==> src/rtl/u8e_pkg.sv <==
// ----------------------------------------------------------------------------
// u8e_pkg
// Shared types and constants for the six-byte UTF-8 encoder.
// ----------------------------------------------------------------------------
package u8e_pkg;

    localparam int CP_W    = 32;
    localparam int COUNT_W = 16;
    localparam int BYTE_W  = 8;
    localparam int MAX_LEN = 6;
    localparam int LEN_W   = 3;

    localparam logic [COUNT_W-1:0] CAPACITY_RESET = 16'hffff;

    localparam logic [CP_W-1:0] LIMIT_1 = 32'h0000_007f;
    localparam logic [CP_W-1:0] LIMIT_2 = 32'h0000_07ff;
    localparam logic [CP_W-1:0] LIMIT_3 = 32'h0000_ffff;
    localparam logic [CP_W-1:0] LIMIT_4 = 32'h001f_ffff;
    localparam logic [CP_W-1:0] LIMIT_5 = 32'h03ff_ffff;
    localparam logic [CP_W-1:0] LIMIT_6 = 32'h7fff_ffff;

    localparam logic [1:0] CONT_MARK = 2'b10;

    // one encoded item, lead byte in slot 0
    typedef struct packed {
        logic [MAX_LEN-1:0][BYTE_W-1:0] bytes;
        logic [LEN_W-1:0]               len;
        logic                           byte_valid;
        logic                           refused;
        logic                           done_res;
        logic [COUNT_W-1:0]             first_total;
    } enc_t;

endpackage

==> src/rtl/u8e_if.sv <==
// ----------------------------------------------------------------------------
// u8e_cp_if / u8e_byte_if
// Valid/ready channels for code points in and UTF-8 bytes out.
// ----------------------------------------------------------------------------
interface u8e_cp_if
    import u8e_pkg::*;
();
    logic            valid;
    logic            ready;
    logic [CP_W-1:0] code_point;
    logic            string_start;

    modport source (output valid, output code_point, output string_start, input ready);
    modport sink (input valid, input code_point, input string_start, output ready);
endinterface

interface u8e_byte_if
    import u8e_pkg::*;
();
    logic               valid;
    logic               ready;
    logic [BYTE_W-1:0]  out_byte;
    logic               byte_valid;
    logic               last;
    logic               refused;
    logic               done_res;
    logic [COUNT_W-1:0] bytes_total;

    modport source (
        output valid, output out_byte, output byte_valid, output last,
        output refused, output done_res, output bytes_total, input ready
    );
    modport sink (
        input valid, input out_byte, input byte_valid, input last,
        input refused, input done_res, input bytes_total, output ready
    );
endinterface

==> src/rtl/u8e_in_stage.sv <==
// ----------------------------------------------------------------------------
// u8e_in_stage
// Input register; holds one code point until the serializer can take it.
// ----------------------------------------------------------------------------
module u8e_in_stage
    import u8e_pkg::*;
(
    input  logic            clk,
    input  logic            rst_n,
    u8e_cp_if.sink          in_ch,
    input  logic            take,
    output logic            held,
    output logic [CP_W-1:0] code_point,
    output logic            string_start
);

    logic            valid_reg;
    logic            valid_next;
    logic [CP_W-1:0] cp_reg;
    logic            start_reg;
    logic            load;

    assign in_ch.ready  = !valid_reg || take;
    assign load         = in_ch.valid && in_ch.ready;
    assign valid_next   = load || (valid_reg && !take);
    assign held         = valid_reg;
    assign code_point   = cp_reg;
    assign string_start = start_reg;

    always_ff @(posedge clk or negedge rst_n)
    begin
        if (!rst_n)
        begin
            valid_reg <= 1'b0;
        end
        else
        begin
            valid_reg <= valid_next;
        end
    end

    always_ff @(posedge clk)
    begin
        if (load)
        begin
            cp_reg    <= in_ch.code_point;
            start_reg <= in_ch.string_start;
        end
    end

endmodule

==> src/rtl/u8e_encode.sv <==
// ----------------------------------------------------------------------------
// u8e_encode
// Length select, byte build and capacity check for one code point.
// ----------------------------------------------------------------------------
module u8e_encode
    import u8e_pkg::*;
(
    input  logic [CP_W-1:0]    code_point,
    input  logic               string_start,
    input  logic [COUNT_W-1:0] byte_count,
    input  logic               stopped,
    input  logic [COUNT_W-1:0] capacity,
    output enc_t               enc,
    output logic [COUNT_W-1:0] count_next,
    output logic               stopped_next
);

    logic [COUNT_W-1:0]             count_eff;
    logic                           stopped_eff;
    logic [LEN_W-1:0]               len;
    logic [BYTE_W-1:0]              lead;
    logic [MAX_LEN-1:0][5:0]        groups;
    logic [MAX_LEN-1:0][BYTE_W-1:0] slots;
    logic [LEN_W-1:0]               idx;
    logic [COUNT_W:0]               sum;
    logic                           is_zero;
    logic                           over;

    assign count_eff   = string_start ? '0 : byte_count;
    assign stopped_eff = string_start ? 1'b0 : stopped;
    assign is_zero     = (code_point == '0);

    always_comb
    begin
        priority if (code_point <= LIMIT_1) len = 3'd1;
        else if (code_point <= LIMIT_2)     len = 3'd2;
        else if (code_point <= LIMIT_3)     len = 3'd3;
        else if (code_point <= LIMIT_4)     len = 3'd4;
        else if (code_point <= LIMIT_5)     len = 3'd5;
        else if (code_point <= LIMIT_6)     len = 3'd6;
        else                                len = 3'd1;
    end

    always_comb
    begin
        unique case (len)
            3'd2:    lead = {3'b110, code_point[10:6]};
            3'd3:    lead = {4'b1110, code_point[15:12]};
            3'd4:    lead = {5'b11110, code_point[20:18]};
            3'd5:    lead = {6'b111110, code_point[25:24]};
            3'd6:    lead = {7'b1111110, code_point[30]};
            default: lead = {1'b0, code_point[6:0]};
        endcase
    end

    // six-bit groups, lowest first
    always_comb
    begin
        groups[0] = code_point[5:0];
        groups[1] = code_point[11:6];
        groups[2] = code_point[17:12];
        groups[3] = code_point[23:18];
        groups[4] = code_point[29:24];
        groups[5] = {4'b0000, code_point[31:30]};
    end

    always_comb
    begin
        idx = '0;
        for (int k = 0; k < MAX_LEN; k++)
        begin
            idx      = len - LEN_W'(k) - LEN_W'(1);
            slots[k] = (LEN_W'(k) < len) ? {CONT_MARK, groups[idx]} : '0;
        end
        slots[0] = lead;
    end

    assign sum  = {1'b0, count_eff} + {{(COUNT_W+1-LEN_W){1'b0}}, len};
    assign over = stopped_eff || (sum > {1'b0, capacity});

    always_comb
    begin
        enc.bytes       = '0;
        enc.len         = 3'd1;
        enc.byte_valid  = 1'b0;
        enc.refused     = 1'b0;
        enc.done_res    = 1'b0;
        enc.first_total = count_eff;
        count_next      = count_eff;
        stopped_next    = stopped_eff;
        if (is_zero)
        begin
            enc.done_res = 1'b1;
        end
        else if (over)
        begin
            enc.refused  = 1'b1;
            stopped_next = 1'b1;
        end
        else
        begin
            enc.bytes       = slots;
            enc.len         = len;
            enc.byte_valid  = 1'b1;
            enc.first_total = count_eff + COUNT_W'(1);
            count_next      = sum[COUNT_W-1:0];
        end
    end

endmodule

==> src/rtl/u8e_serializer.sv <==
// ----------------------------------------------------------------------------
// u8e_serializer
// Result register; shifts one encoded item out a byte per transaction.
// ----------------------------------------------------------------------------
module u8e_serializer
    import u8e_pkg::*;
(
    input  logic        clk,
    input  logic        rst_n,
    input  enc_t        enc,
    input  logic        load,
    output logic        can_load,
    u8e_byte_if.source  out_ch
);

    logic                           valid_reg;
    logic                           valid_next;
    logic [MAX_LEN-1:0][BYTE_W-1:0] bytes_reg;
    logic [LEN_W-1:0]               left_reg;
    logic [COUNT_W-1:0]             total_reg;
    logic                           byte_valid_reg;
    logic                           refused_reg;
    logic                           done_reg;
    logic                           is_last;
    logic                           pop;

    assign is_last  = (left_reg == LEN_W'(1));
    assign pop      = valid_reg && out_ch.ready;
    assign can_load = !valid_reg || (out_ch.ready && is_last);

    assign valid_next = load || (valid_reg && !(pop && is_last));

    assign out_ch.valid       = valid_reg;
    assign out_ch.out_byte    = bytes_reg[0];
    assign out_ch.byte_valid  = byte_valid_reg;
    assign out_ch.last        = is_last;
    assign out_ch.refused     = refused_reg;
    assign out_ch.done_res    = done_reg;
    assign out_ch.bytes_total = total_reg;

    always_ff @(posedge clk or negedge rst_n)
    begin
        if (!rst_n)
        begin
            valid_reg <= 1'b0;
            left_reg  <= '0;
        end
        else
        begin
            valid_reg <= valid_next;
            if (load)
            begin
                left_reg <= enc.len;
            end
            else if (pop)
            begin
                left_reg <= left_reg - LEN_W'(1);
            end
        end
    end

    always_ff @(posedge clk)
    begin
        if (load)
        begin
            bytes_reg      <= enc.bytes;
            total_reg      <= enc.first_total;
            byte_valid_reg <= enc.byte_valid;
            refused_reg    <= enc.refused;
            done_reg       <= enc.done_res;
        end
        else if (pop)
        begin
            bytes_reg <= {{BYTE_W{1'b0}}, bytes_reg[MAX_LEN-1:1]};
            total_reg <= total_reg + COUNT_W'(1);
        end
    end

endmodule

==> src/rtl/utf8_encoder.sv <==
// ----------------------------------------------------------------------------
// utf8_encoder
// Streams wide code points into 1 to 6 byte UTF-8, one byte per transaction,
// with a per-string byte count checked against a configured capacity.
// ----------------------------------------------------------------------------
//  channel   dir  handshake     payload
//  in_ch     in   valid/ready   code_point, string_start
//  out_ch    out  valid/ready   out_byte, byte_valid, last, refused,
//                               done_res, bytes_total
//  cfg       in   cfg_wr_en     cfg_wr_data (output_capacity)
//
// An item passes through the input register, then leaves the result register
// one byte per cycle while out_ch is ready: a transaction per byte, one for a
// refusal or a terminator, so the serializer's byte rate sets throughput.
// A new item is taken while the last byte of the previous one is shown.
// Stalls on out_ch back up into the input register, then into in_ch.
// Reset clears the count, the refusal flag and sets the capacity to 65535.
// ----------------------------------------------------------------------------
module utf8_encoder
    import u8e_pkg::*;
(
    input  logic               clk,
    input  logic               rst_n,
    u8e_cp_if.sink             in_ch,
    u8e_byte_if.source         out_ch,
    input  logic               cfg_wr_en,
    input  logic [COUNT_W-1:0] cfg_wr_data
);

    logic [COUNT_W-1:0] capacity_reg;
    logic [COUNT_W-1:0] count_reg;
    logic [COUNT_W-1:0] count_next;
    logic               stopped_reg;
    logic               stopped_next;
    logic               held;
    logic               can_load;
    logic               take;
    logic [CP_W-1:0]    code_point;
    logic               string_start;
    enc_t               enc;

    assign take = held && can_load;

    u8e_in_stage u_in_stage (
        .clk          (clk),
        .rst_n        (rst_n),
        .in_ch        (in_ch),
        .take         (take),
        .held         (held),
        .code_point   (code_point),
        .string_start (string_start)
    );

    u8e_encode u_encode (
        .code_point   (code_point),
        .string_start (string_start),
        .byte_count   (count_reg),
        .stopped      (stopped_reg),
        .capacity     (capacity_reg),
        .enc          (enc),
        .count_next   (count_next),
        .stopped_next (stopped_next)
    );

    u8e_serializer u_serializer (
        .clk      (clk),
        .rst_n    (rst_n),
        .enc      (enc),
        .load     (take),
        .can_load (can_load),
        .out_ch   (out_ch)
    );

    always_ff @(posedge clk or negedge rst_n)
    begin
        if (!rst_n)
        begin
            capacity_reg <= CAPACITY_RESET;
            count_reg    <= '0;
            stopped_reg  <= 1'b0;
        end
        else
        begin
            if (cfg_wr_en)
            begin
                capacity_reg <= cfg_wr_data;
            end
            if (take)
            begin
                count_reg   <= count_next;
                stopped_reg <= stopped_next;
            end
        end
    end

endmodule

==> src/flat_wrapper.sv <==
// flat-port wrapper written by rule: the top's interface ports become plain ports
module utf8_encoder_flat import u8e_pkg::*;
  (clk, rst_n, cfg_wr_en, cfg_wr_data, in_ch_valid, in_ch_code_point, in_ch_string_start, in_ch_ready, out_ch_valid, out_ch_out_byte, out_ch_byte_valid, out_ch_last, out_ch_refused, out_ch_done_res, out_ch_bytes_total, out_ch_ready);
  u8e_cp_if in_ch_i ();
  u8e_byte_if out_ch_i ();
  input  logic clk;
  input  logic rst_n;
  input  logic cfg_wr_en;
  input  logic [COUNT_W-1:0] cfg_wr_data;
  input wire logic [$bits(in_ch_i.valid)-1:0] in_ch_valid;
  input wire logic [$bits(in_ch_i.code_point)-1:0] in_ch_code_point;
  input wire logic [$bits(in_ch_i.string_start)-1:0] in_ch_string_start;
  output wire logic [$bits(in_ch_i.ready)-1:0] in_ch_ready;
  output wire logic [$bits(out_ch_i.valid)-1:0] out_ch_valid;
  output wire logic [$bits(out_ch_i.out_byte)-1:0] out_ch_out_byte;
  output wire logic [$bits(out_ch_i.byte_valid)-1:0] out_ch_byte_valid;
  output wire logic [$bits(out_ch_i.last)-1:0] out_ch_last;
  output wire logic [$bits(out_ch_i.refused)-1:0] out_ch_refused;
  output wire logic [$bits(out_ch_i.done_res)-1:0] out_ch_done_res;
  output wire logic [$bits(out_ch_i.bytes_total)-1:0] out_ch_bytes_total;
  input wire logic [$bits(out_ch_i.ready)-1:0] out_ch_ready;
  assign in_ch_i.valid = in_ch_valid;
  assign in_ch_i.code_point = in_ch_code_point;
  assign in_ch_i.string_start = in_ch_string_start;
  assign in_ch_ready = in_ch_i.ready;
  assign out_ch_valid = out_ch_i.valid;
  assign out_ch_out_byte = out_ch_i.out_byte;
  assign out_ch_byte_valid = out_ch_i.byte_valid;
  assign out_ch_last = out_ch_i.last;
  assign out_ch_refused = out_ch_i.refused;
  assign out_ch_done_res = out_ch_i.done_res;
  assign out_ch_bytes_total = out_ch_i.bytes_total;
  assign out_ch_i.ready = out_ch_ready;
  utf8_encoder u_core (.clk(clk), .rst_n(rst_n), .in_ch(in_ch_i), .out_ch(out_ch_i), .cfg_wr_en(cfg_wr_en), .cfg_wr_data(cfg_wr_data));
endmodule
==> config.mk <==
export PLATFORM = sky130hd
export DESIGN_NAME = utf8_encoder_flat
export DESIGN_NICKNAME = d
export VERILOG_FILES = /design/src/rtl/u8e_pkg.sv /design/src/rtl/u8e_if.sv /design/src/rtl/u8e_in_stage.sv /design/src/rtl/u8e_encode.sv /design/src/rtl/u8e_serializer.sv /design/src/rtl/utf8_encoder.sv /design/src/flat_wrapper.sv
export SDC_FILE = /design/constraint.sdc
export NUM_CORES = 1
export LEC_CHECK = 0
export ABC_AREA = 1
export BUFFER_PORTS_ARGS = -buffer_cell sky130_fd_sc_hd__clkbuf_2
export CAP_MARGIN = 40
export CORE_MARGIN = 2
export CORE_UTILIZATION = 45
export CTS_BUF_LIST = sky130_fd_sc_hd__clkbuf_8
export DETAILED_ROUTE_END_ITERATION = 6
export SYNTH_ARGS = -nofsm -noshare
export SYNTH_HDL_FRONTEND = slang
export SYNTH_SLANG_ARGS = --single-unit
==> constraint.sdc <==
create_clock -name clk -period 8.5 [get_ports clk]
set_input_delay 0.425 -clock clk [delete_from_list [all_inputs] [get_ports clk]]
set_output_delay 0.425 -clock clk [all_outputs]
set_load 0.02 [all_outputs]
==> metrics, run 1 <==
fin util 0.504; LEAKAGE around 4.2 nW; TritonCTS clock tree built; vias in the first global route roughly 6500; hpwl dp 16400 um; WP data required 8830 ps; crit path capture type flop; maximum vdd drop 0.123 mV; hold crit path type primary input to flop; synthesized net count 1133; port buffer count 83; Rows 50; Critical Path Most Common Cell nand2_1; Worst path max stage delay 530 ps; # Max-Cap Violations 0; CP bufs+invs 3; routed wire length 22200 um; WS Path Type flop to flop; Congestion Overflow GR 0; die area 19900 um2; Routed Antenna Nets 0; Max H-tree Level 4; RSZ-0062 raised after global routing false; largest net degree at the start of global routing 62; CP startpoint kind flop; most frequent cells in the layout 285 x nand2_1, 123 x inv_1, 95 x edfxtp_1; YS warnings 0; Yosys cell types 53; synthesized cell area 8460 um2; Setup Skew 14.9 ps; post-DR vias/cell 5.20; Cell Pwr Density 192 nW/um2; critical path arrival 6190 ps; Initial Util 0.455; initial drt markers 690; Die Y 141 um; drc violations 0; RD Place Congestion 0.954; WL/cell 16.3 um; status finished clean; FMAX 171 MHz; commonest non-fill, non-tap cell in the layout nand2_1; Hold Violations, Final 0; share of cells above drive strength 1 0.178; TNS Setup 0 ps; Slowest-stage cell, CP fa_1; core area between 15000 and 20000 um2; Post-CTS Hold Buffers 1; minimum clock period slightly below 6000 ps; latest clock arrival within the worst-skew pair ~460 ps; n_diodes 0; area grow syn2layout 10.8%; first-pass GRT wire length 35600 um; CTS Buffer Depth 2; Die W 141 um; setup violators final 0; Final Max Slew Viols 0; initial antenna violation count 0; Max FO, Critical Path 20; Worst Max-Slew Pin Slew 804 ps; crit share post-route 0.689; Top delay family on crit path simple AND/OR/NAND/NOR gates; CTS root buffer clkbuf_8; Detailed Routing Iterations Pass 1 5; Setup Buffers After CTS 0; syn avg cell area 8.08 um2; post-synthesis cell count 1047; total number of vias 7073; sequential area share after synthesis 0.452; I/O pins 84; max FFs per register 35; Tot GR Track Use 0.230; Num CTS Buffers 17; register bit total from synthesis 133; clock sinks ~130; clock transition at the registers of the reported paths around 90 ps; reg2reg setup slack roughly 2600 ps; CTS resizes 0; Final #Nets 1199; Slew headroom 0.464
[per-stage QoR]
| step | instances | power, mW | worst slack (ps) | hold slack (ps) | area [um2] |
|---|---|---|---|---|---|
| 2_1_floorplan | 1047 | 1.15 | 2620 | 129 | 8460 |
| 3_3_place_gp | 1325 | 1.26 | 2880 | 470 | 8930 |
| 3_5_place_dp | 1327 | 1.27 | 2720 | 384 | 8970 |
| 4_1_cts | 1360 | 1.81 | 2690 | 117 | 9370 |
| 5_1_grt | 1360 | 1.90 | 2040 | 120 | 9370 |
| 6_report | 1360 | 1.80 | 2640 | 130 | 9370 |
[area by class of cell]
type / count / area (um2)
Multi-Input combinational cell: 734 / 3850
Sequential cell: 133 / 3820
Clock inverter: 15 / 155
Inverter: 137 / 520
Tap cell: 234 / 293
Timing Repair Buffer: 90 / 495
Clock buffer: 17 / 234
Fill cell: 1793 / 9210
[cell families (layout without fill, tap and decap cells)]
group / count (synthesis) / count (layout) / share of synthesized area
AO/OA/AOI/OAI: 155 / 155 / 0.104
XOR/XNOR: 22 / 22 / 0.0228
adder cells (fa/ha/maj): 32 / 32 / 0.0482
buffers and inverters: 180 / 259 / 0.0948
flip-flops: 133 / 133 / 0.452
multiplexers: 3 / 3 / 0.00370
AND/OR/NAND/NOR: 522 / 522 / 0.275
[synth_stat cells, drive strengths merged]
master,n,area share
ha,31,0.046
a221oi,2,0.0021
a211oi,1,0.00089
mux2,1,0.0013
o311ai,1,0.0010
o211ai,1,0.00089
dfstp,16,0.050
or2,9,0.0067
nor3,11,0.0065
xnor2,2,0.0021
xor2,20,0.021
a21oi,24,0.016
o21ai,112,0.070
nor4b,1,0.0010
clkbuf,15,0.0067
clkinv,2,0.0010
nor4,3,0.0022
o22ai,6,0.0061
fa,1,0.0024
nand3,78,0.048
a22oi,1,0.00089
nor2,98,0.052
nand2,297,0.14
o21a,4,0.0036
a21o,1,0.00089
buf,28,0.027
inv,135,0.061
o221ai,1,0.0010
dfrtp,22,0.065
a31oi,1,0.00074
nand3b,2,0.0018
nand4,23,0.018
mux2i,2,0.0024
edfxtp,95,0.34
[power by group]
part	internal, mW	switching, mW
Combinational	0.140	0.293
Clock	0.261	0.277
Sequential	0.789	0.0386
[worst reg2reg max path, delay by kind of cell, from the launching register on]
| kind | cells | cell delay (ps) |
|---|---|---|
| simple gates | 25 | 3570 |
| fa+ha+maj | 2 | 820 |
| buf+inv | 3 | 490 |
| flops | 1 | 480 |
| xor+xnor | 1 | 300 |
| compound gates | 1 | 70 |
[metal layers]
layer / part of all wire / track usage / vias up
met1: 0.52 / 0.375 / 3184
li1: - / - / 3575
met5: 0 / 0 / -
met3: 0.072 / 0.0374 / 34
met4: 0.016 / 0.0647 / 0
met2: 0.39 / 0.308 / 280
[worst paths after layout]
path	from	to	cells past startpoint
max in group asynchronous	rst_n	u_core.capacity_reg[11]	3
worst max register to register	u_core.u_in_stage.code_point[26]	u_core.u_serializer.bytes_reg[11]	32
min in group asynchronous	rst_n	u_core.u_in_stage.held	2
worst min register to register	u_core.count_reg[0]	u_core.count_reg[0]	2
worst max-delay path	u_core.u_in_stage.code_point[26]	u_core.u_serializer.bytes_reg[11]	32
worst min-delay path	in_ch_code_point[29]	u_core.u_in_stage.code_point[29]	1
Power figures use the tool's default switching activity.
==> run 2, diff against run 1 <==
ABC_AREA = 0   (was 1)
clock period = 5.6 ns   (was 8.5 ns; I/O delays follow)
==> run 2 against run 1 <==
Non-clock buffer count rose by 62; power rose by 100%; synthesized cell count fell by 24%; sequential power rose by 78%; final cell count fell by 15%; register-to-register slack got worse by 2400 ps; sequential share of layout area fell by 1.0 points; final area rose by 2.6%; clock-buffer cell count did not move.
==> metrics, run 2 <==
CP startpoint kind flop; share of cells above drive strength 1 0.210 (+0.0327); Initial Util 0.461 (+0.00550); Rows 48 (-4.0%); fin util 0.556 (+0.0517); Max FO, Critical Path 14 (-30%); first-pass GRT wire length 34400 um (-3.3%); setup violators final 0 (unchanged); CP bufs+invs 2 (-1); WL/cell 19.0 um (+17%); Synth area leader edfxtp_1; Synth Area in XOR/XNOR 0.0407 (+0.0179); n_diodes 0 (unchanged); # fillers 1546 (-14%); Hold Violations, Final 0 (unchanged); FMAX 188 MHz (+10%); minimum clock period 5310 ps (-541 ps); Die W 137 um (-2.8%); die area 18800 um2 (-5.6%); Routed Antenna Nets 0 (unchanged); Synth async-reset ratio 0.286 (unchanged); crit share post-route 0.949 (+0.260); YS warnings 0 (unchanged); drc violations 0 (unchanged); Die Y 137 um (-2.8%); WS Path Type flop to flop; Post-Synth Adder-Cell Area 0.0512 (+0.00296); initial antenna violation count 0 (unchanged); TNS Setup 0 ps (unchanged); synthesized cell area 7970 um2 (-5.8%); EDFF count, synth 95 (unchanged); routed wire length 22000 um (-0.52%); fin area 9620 um2 (+2.6%); port buffer count 83 (unchanged); LEAKAGE 3.85 nW (-7.7%); maximum vdd drop 0.227 mV (+84%); Yosys cell types 68 (+28%); Detailed Routing Iterations Pass 1 5 (unchanged); core area 17300 um2 (-6.9%); Final #Nets 1005 (-16%); latest clock arrival within the worst-skew pair 450 ps (about the same); vias in the first global route 6117 (-5.3%); initial drt markers 659 (-4.5%); Synth area leaders edfxtp_1 36%, dfrtp_1 6.9%, dfstp_2 5.3%, ha_1 4.9%, nand2_1 4.1%; Max H-tree Level 4 (unchanged); most frequent cell after synthesis edfxtp_1; clock transition at the registers of the reported paths 80 ps (about the same); reg2reg setup slack 290 ps (-2360 ps); Post-Synth Simple-Gate Area 0.179 (-0.0957); Slew headroom 0.447 (-0.0171); min-delay src cfg_wr_data[4]; crit path capture type flop; pre-CTS setup slack 58.8 ps (-2660 ps); RD Place Congestion 0.933 (-2.2%); Final Max Slew Viols 0 (unchanged); Placement Cell Area 8710 um2 (-2.9%); I/O pins 84 (unchanged); Congestion Overflow GR 0 (unchanged); top_reg_cell synth edfxtp_1; status finished clean; WHS Path Cells 3 (+2); critical path arrival 5520 ps (-670 ps); clock sinks 133 (unchanged); commonest non-fill, non-tap cell in the layout edfxtp_1; total number of vias 6653 (-5.9%); Slowest-stage cell, CP or4_4; CTS Buffer Depth 2 (unchanged); post-synthesis cell count 793 (-24%); final hold slack 36.9 ps (-92.8 ps); hpwl dp 15900 um (-2.9%); Worst path max stage delay 580 ps (+50 ps); # Max-Cap Violations 0 (unchanged); Setup WS post-layout 285 ps (-2360 ps); Synth top cells by count 95 x edfxtp_1, 87 x nand2_1, 60 x o21ai_0, 47 x nor2_1, 38 x a21oi_1; most frequent cells in the layout 95 x edfxtp_1, 85 x nand2_1, 83 x clkbuf_2; Hold EP u_core.capacity_reg[4]; syn avg cell area 10.0 um2 (+24%); sequential area share after synthesis 0.480 (+0.0278); Cell Pwr Density 377 nW/um2 (+97%); Setup Skew 10.1 ps (-4.73 ps); CTS root buffer clkbuf_8; register bit total from synthesis 133 (unchanged); WP data required 5800 ps (-3030 ps); Num CTS Buffers 17 (unchanged); post-DR vias/cell 5.75 (+11%); R2R Path End u_core.u_serializer.out_ch.bytes_total[13]; Compound-Gate Fraction of Synth Area 0.161 (+0.0576); RSZ-0062 raised after global routing false; Worst Max-Slew Pin Slew 830 ps (+25.6 ps); r2r startpoint u_core.u_in_stage.code_point[26]; largest net degree at the start of global routing 70 (+13%); synthesized net count 879 (-22%); TritonCTS clock tree built; R2R depth 21 (-34%); area grow syn2layout 20.7%; mux contribution to synthesized area 0.0415 (+0.0378); share of the synthesized area in the top cell type 0.358 (+0.0207); main combinational cell family by area after synthesis simple AND/OR/NAND/NOR gates; max FFs per register 35 (unchanged); hold crit path type primary input to flop; crit-path cells or4_4 -> or4b_4 -> nor2_4 -> a21oi_2 -> inv_2 -> ha_1 -> a21o_1 -> a21oi_2 -> or3_4 -> nand2b_1 -> nor2_1 -> xor2_1 -> ha_1 -> nand4_1 -> nor3_1 -> a211oi_2 -> a311oi_2 -> buf_4 -> nor4b_4 -> a21boi_0 -> o31a_1; Tot GR Track Use 0.245 (+0.0151); Top delay family on crit path simple AND/OR/NAND/NOR gates
==> run 2: cell types whose count changed after synthesis, sizes merged, moves of 24 or more <==
cell | before | now
inv | 135 | 37
nand2 | 297 | 87
nand3 | 78 | 31
nor2 | 98 | 48
o21ai | 112 | 61
xnor2 | 2 | 26
==> run 2: how the worst max path moves through the flow <==
stage	to	slack (ps)	depth (start not counted)	startpoint
2_1_floorplan	u_core.u_serializer.out_ch.bytes_total[3]	20	23	u_core.u_in_stage.code_point[27]
3_3_place_gp	u_core.u_serializer.out_ch.bytes_total[13]	230	21	u_core.u_in_stage.code_point[26]
3_5_place_dp	u_core.u_serializer.out_ch.bytes_total[13]	60	21	u_core.u_in_stage.code_point[26]
4_1_cts	u_core.u_serializer.out_ch.bytes_total[13]	50	21	u_core.u_in_stage.code_point[26]
5_1_grt	u_core.u_serializer.out_ch.bytes_total[13]	4	21	u_core.u_in_stage.code_point[26]
6_report	u_core.u_serializer.out_ch.bytes_total[13]	290	21	u_core.u_in_stage.code_point[26]
==> run 2: layout make-up <==
| cell class | count | area [um2] | share of cell area |
|---|---|---|---|
| timing repair buffer | 152 | 1070 | 0.111 |
| sequential | 133 | 3820 | 0.398 |
| multi-input combinational | 577 | 3860 | 0.401 |
| clock buffer | 17 | 234 | 0.0243 |
| tap | 225 | 282 | 0.0293 |
| clock inverter | 15 | 210 | 0.0219 |
| inverter | 38 | 143 | 0.0148 |
==> run 2: logic make-up after synthesis <==
logic type | after synthesis
AO/OA/AOI/OAI | 195
XOR/XNOR | 37
multiplexers | 32
buffers and inverters | 83
adder cells (fa/ha/maj) | 32
flip-flops | 133
AND/OR/NAND/NOR | 281
==> run 2: routing by layer <==
layer / global-route usage / routed length (um) / up-vias / part of all wire
li1: - / - / 3190 / -
met2: 0.331 / 9180 / 264 / 0.42
met1: 0.394 / 11000 / 3178 / 0.50
met5: 0 / 0 / - / 0
met4: 0.0710 / 310 / 0 / 0.014
met3: 0.0426 / 1580 / 21 / 0.072
==> run 2: tightest hold or removal path, delay by kind of cell <==
| family | cells | cell delay (ps) |
|---|---|---|
| buffers and inverters | 1 | 80 |
| AOI/OAI and AO/OA | 1 | 70 |
| and+or+nand+nor | 1 | 50 |
==> run 2: report_power, final <==
part	total, mW	switching [mW]	internal (mW)
registers	1.47	0.156	1.31
logic	1.24	0.761	0.475
clock network	0.925	0.399	0.526
total	3.63	1.32	2.31
==> run 2: timing repair <==
action	CTS	global route
hold endpoints to repair	49	0
buffers inserted	0	4
hold buffers	39	0
gates resized for setup	0	9
setup endpoints to repair	0	22
==> run 2: through the flow <==
| stage | cells | power, mW |
|---|---|---|
| 2_1_floorplan | 793 | 2.28 |
| 3_3_place_gp | 1080 | 2.63 |
| 3_5_place_dp | 1082 | 2.67 |
| 4_1_cts | 1153 | 3.62 |
| 5_1_grt | 1157 | 3.83 |
| 6_report | 1157 | 3.63 |
==> run 3, diff against run 2 <==
MAX_ROUTING_LAYER = met4   (was default)
SYNTH_HIERARCHICAL = 1   (was default)
==> run 3 against run 2 <==
Clock-buffer cell count stayed put; core utilization down 0.41 points; critical path depth decreased by 2; setup slack got worse by 150 ps; final cell count is 6.3% higher; synthesized cell count increased by 2.6%; final area rose by 8.4%; critical endpoint is now u_core/u_serializer/out_ch.bytes_total[13].
==> metrics, run 3 <==
Worst Max-Slew Pin Slew 940 ps (+110 ps); hpwl dp 17200 um (+8.3%); EDFF count, synth 100 (+5.3%); R2R depth 19 (-9.5%); port buffer count 83 (unchanged); min-delay src in_ch_code_point[11]; r2r startpoint u_core/u_in_stage/code_point[12]; drc violations 0 (unchanged); Placement Cell Area 9600 um2 (+10%); total number of vias 6834 (+2.7%); area occupied by multi-input gates 4430 um2 (+15%); RSZ-0062 raised after global routing true; WP data required 5790 ps (about the same); top_reg_cell synth edfxtp_1; register bit total from synthesis 138 (+3.8%); setup violators final 0 (unchanged); Top delay family on crit path simple AND/OR/NAND/NOR gates; Max FO, Critical Path 3 (-11); share of cells above drive strength 1 0.322 (+0.111); synthesized cell area 8750 um2 (+9.8%); CP startpoint kind flop; WL/cell 19.5 um (+2.3%); Synth area leaders edfxtp_1 34%, mux2_2 8.9%, dfrtp_1 6.3%, dfstp_2 4.8%, ha_1 4.4%; register area 3970 um2 (+3.9%); routed wire length 24000 um (+8.8%); largest net degree at the start of global routing 60 (-14%); TritonCTS clock tree built; latest clock arrival within the worst-skew pair 460 ps (about the same); Max H-tree Level 4 (unchanged); clock sinks 138 (+3.8%); Routed Antenna Nets 0 (unchanged); n_diodes 0 (unchanged); most frequent cells in the layout 100 x edfxtp_1, 83 x clkbuf_2, 80 x nand2_1; clock transition at the registers of the reported paths 90 ps (about the same); # Max-Cap Violations 0 (unchanged); Slew headroom 0.368 (-0.0782); Worst path max stage delay 550 ps (-30 ps); minimum clock period 5470 ps (+154 ps); Num CTS Buffers 17 (unchanged); syn avg cell area 10.7 um2 (+6.9%); DRT met1 WL 9850 um (-10%); Detailed Routing Iterations Pass 1 7 (+2); TNS Setup 0 ps (unchanged); vias in the first global route 6928 (+13%); Hold EP u_core/u_in_stage/code_point[11]; first-pass GRT wire length 37600 um (+9.3%); die area 20600 um2 (+9.5%); fin area 10400 um2 (+8.4%); maximum vdd drop 0.322 mV (+41%); Slowest-stage cell, CP or4_4; Congestion Overflow GR 0 (unchanged); Die W 143 um (+4.6%); fin util 0.552 (-0.00408); Critical Path Most Common Cell or4_4; length of routed met3 wiring 1070 um (-32%); YS warnings 6 (+6); WHS Path Cells 1 (-2); area grow syn2layout 19.2%; Setup Skew 16.9 ps (+6.76 ps); CTS Buffer Depth 2 (unchanged); final hold slack 28.7 ps (-8.24 ps); status finished clean; Layout Cells excl Fill 1230 (+6.3%); core area 18900 um2 (+9.2%); reg2reg setup slack 130 ps (-150 ps); max FFs per register 40 (+14%); hold crit path type primary input to flop; RD Place Congestion 0.944 (+1.2%); FMAX 183 MHz (-2.8%); top sig layer met4; Synth area leader edfxtp_1; met2 WL 12300 um (+34%); sequential area share after synthesis 0.454 (-0.0255); Yosys cell types 77 (+13%); I/O pins 84 (unchanged); post-DR vias/cell 5.56 (-3.4%); critical path arrival 5660 ps (+140 ps); Synth top cells by count 100 x edfxtp_1, 81 x nand2_1, 69 x mux2_2, 53 x nor2_1, 32 x mux2i_1; Cell Pwr Density 448 nW/um2 (+19%); # fillers 1749 (+13%); crit-path cells or4_4 -> or3_4 -> a221o_1 -> ha_2 -> fa_2 -> a21o_1 -> nor3b_2 -> buf_4 -> xor2_2 -> ha_1 -> nand4_1 -> nor3_2 -> nand3_2 -> a211oi_2 -> nand2_2 -> or4_4 -> mux2_2 -> nand2_1 -> o21ai_2; commonest non-fill, non-tap cell in the layout edfxtp_1; WS Path Type flop to flop; R2R Path End u_core/u_serializer/out_ch.bytes_total[13]; post-synthesis cell count 814 (+2.6%); crit share post-route 0.977 (+0.0275); Inst Count DP 1161 (+7.3%); initial drt markers 426 (-35%); Die Y 143 um (+4.6%); Tot GR Track Use 0.248 (+0.00288); Final Max Slew Viols 0 (unchanged); crit path capture type flop; share of the synthesized area in the top cell type 0.343 (-0.0147); Synth async-reset ratio 0.275 (-0.0104); LEAKAGE 4.30 nW (+12%); Initial Util 0.463 (+0.00226); initial antenna violation count 0 (unchanged); Hold Violations, Final 0 (unchanged); CP bufs+invs 1 (-1); CTS root buffer clkbuf_8; Final #Nets 1043 (+3.8%); most frequent cell after synthesis edfxtp_1; Rows 50 (+4.2%)
[run 3: what timing repair did]
item / CTS / global route
hold endpoints to repair: 41 / 1
hold buffers: 32 / 1
setup buffers: 0 / 4
pin swaps: 0 / 14
resized for setup: 3 / 19
setup endpoints to repair: 3 / 64
[run 3: kinds of logic after synthesis]
| family | Yosys count | share of synthesized area |
|---|---|---|
| and+or+nand+nor | 273 | 0.165 |
| DFF | 138 | 0.454 |
| AOI/OAI and AO/OA | 125 | 0.0915 |
| muxes | 110 | 0.141 |
| buffers and inverters | 87 | 0.0531 |
| xor gates and xnor gates | 48 | 0.0481 |
| adders and majority gates | 32 | 0.0466 |
| other | 1 | 0.000429 |
[run 3: area by class of cell]
| cell class | count | area share |
|---|---|---|
| well taps | 260 | 0.0312 |
| clock buffers | 17 | 0.0224 |
| inverters | 35 | 0.0136 |
| repair buffers | 172 | 0.113 |
| multi-input cells | 593 | 0.425 |
| clock inverters | 15 | 0.0133 |
| flip-flops and latches | 138 | 0.381 |
[run 3: worst reg2reg max path: stages (launching register included)]
cell and delay, ps:
edfxtp_1 420, or4_4 550, or3_4 380, a221o_1 390, ha_2 220, fa_2 340
a21o_1 200, nor3b_2 170, buf_4 150, xor2_2 180, ha_1 340, nand4_1 130
nor3_2 270, nand3_2 140, a211oi_2 290, nand2_2 110, or4_4 520, mux2_2 280
nand2_1 80, o21ai_2 60
[run 3: how the worst max path moves through the flow]
| stage | startpoint | end | slack (ps) | cells after the start |
|---|---|---|---|---|
| floorplan | u_core/u_in_stage/code_point[14] | u_core/u_serializer/out_ch.bytes_total[13] | 3 | 20 |
| global placement | u_core/u_in_stage/code_point[14] | u_core/u_serializer/bytes_reg[9] | 30 | 22 |
| finish | u_core/u_in_stage/code_point[12] | u_core/u_serializer/out_ch.bytes_total[13] | 130 | 19 |
| CTS | u_core/u_in_stage/code_point[12] | u_core/u_serializer/out_ch.bytes_total[13] | 0.9 | 20 |
| detailed placement | u_core/u_in_stage/code_point[14] | u_core/u_serializer/bytes_reg[9] | 1 | 22 |
| global route | u_core/u_in_stage/code_point[12] | u_core/u_serializer/out_ch.bytes_total[6] | -110 | 20 |
[run 3: per-stage QoR]
step	total power, mW	setup WS (ps)
global route	4.96	-106
detailed placement	3.85	1.37
finish	4.68	131
global placement	3.80	28.0
CTS	4.70	0.887
floorplan	3.28	2.85
[run 3: where the power goes]
part	switching [mW]	internal, mW
Clock	0.442	0.359
Sequential	0.240	1.62
Combinational	1.19	0.830
[run 3: per-layer routing]
metal / vias up / global-route usage
li1: 3223 / -
met2: 216 / 0.426
met1: 3347 / 0.288
met4: 0 / 0.101
met3: 48 / 0.0437
met5: - / -
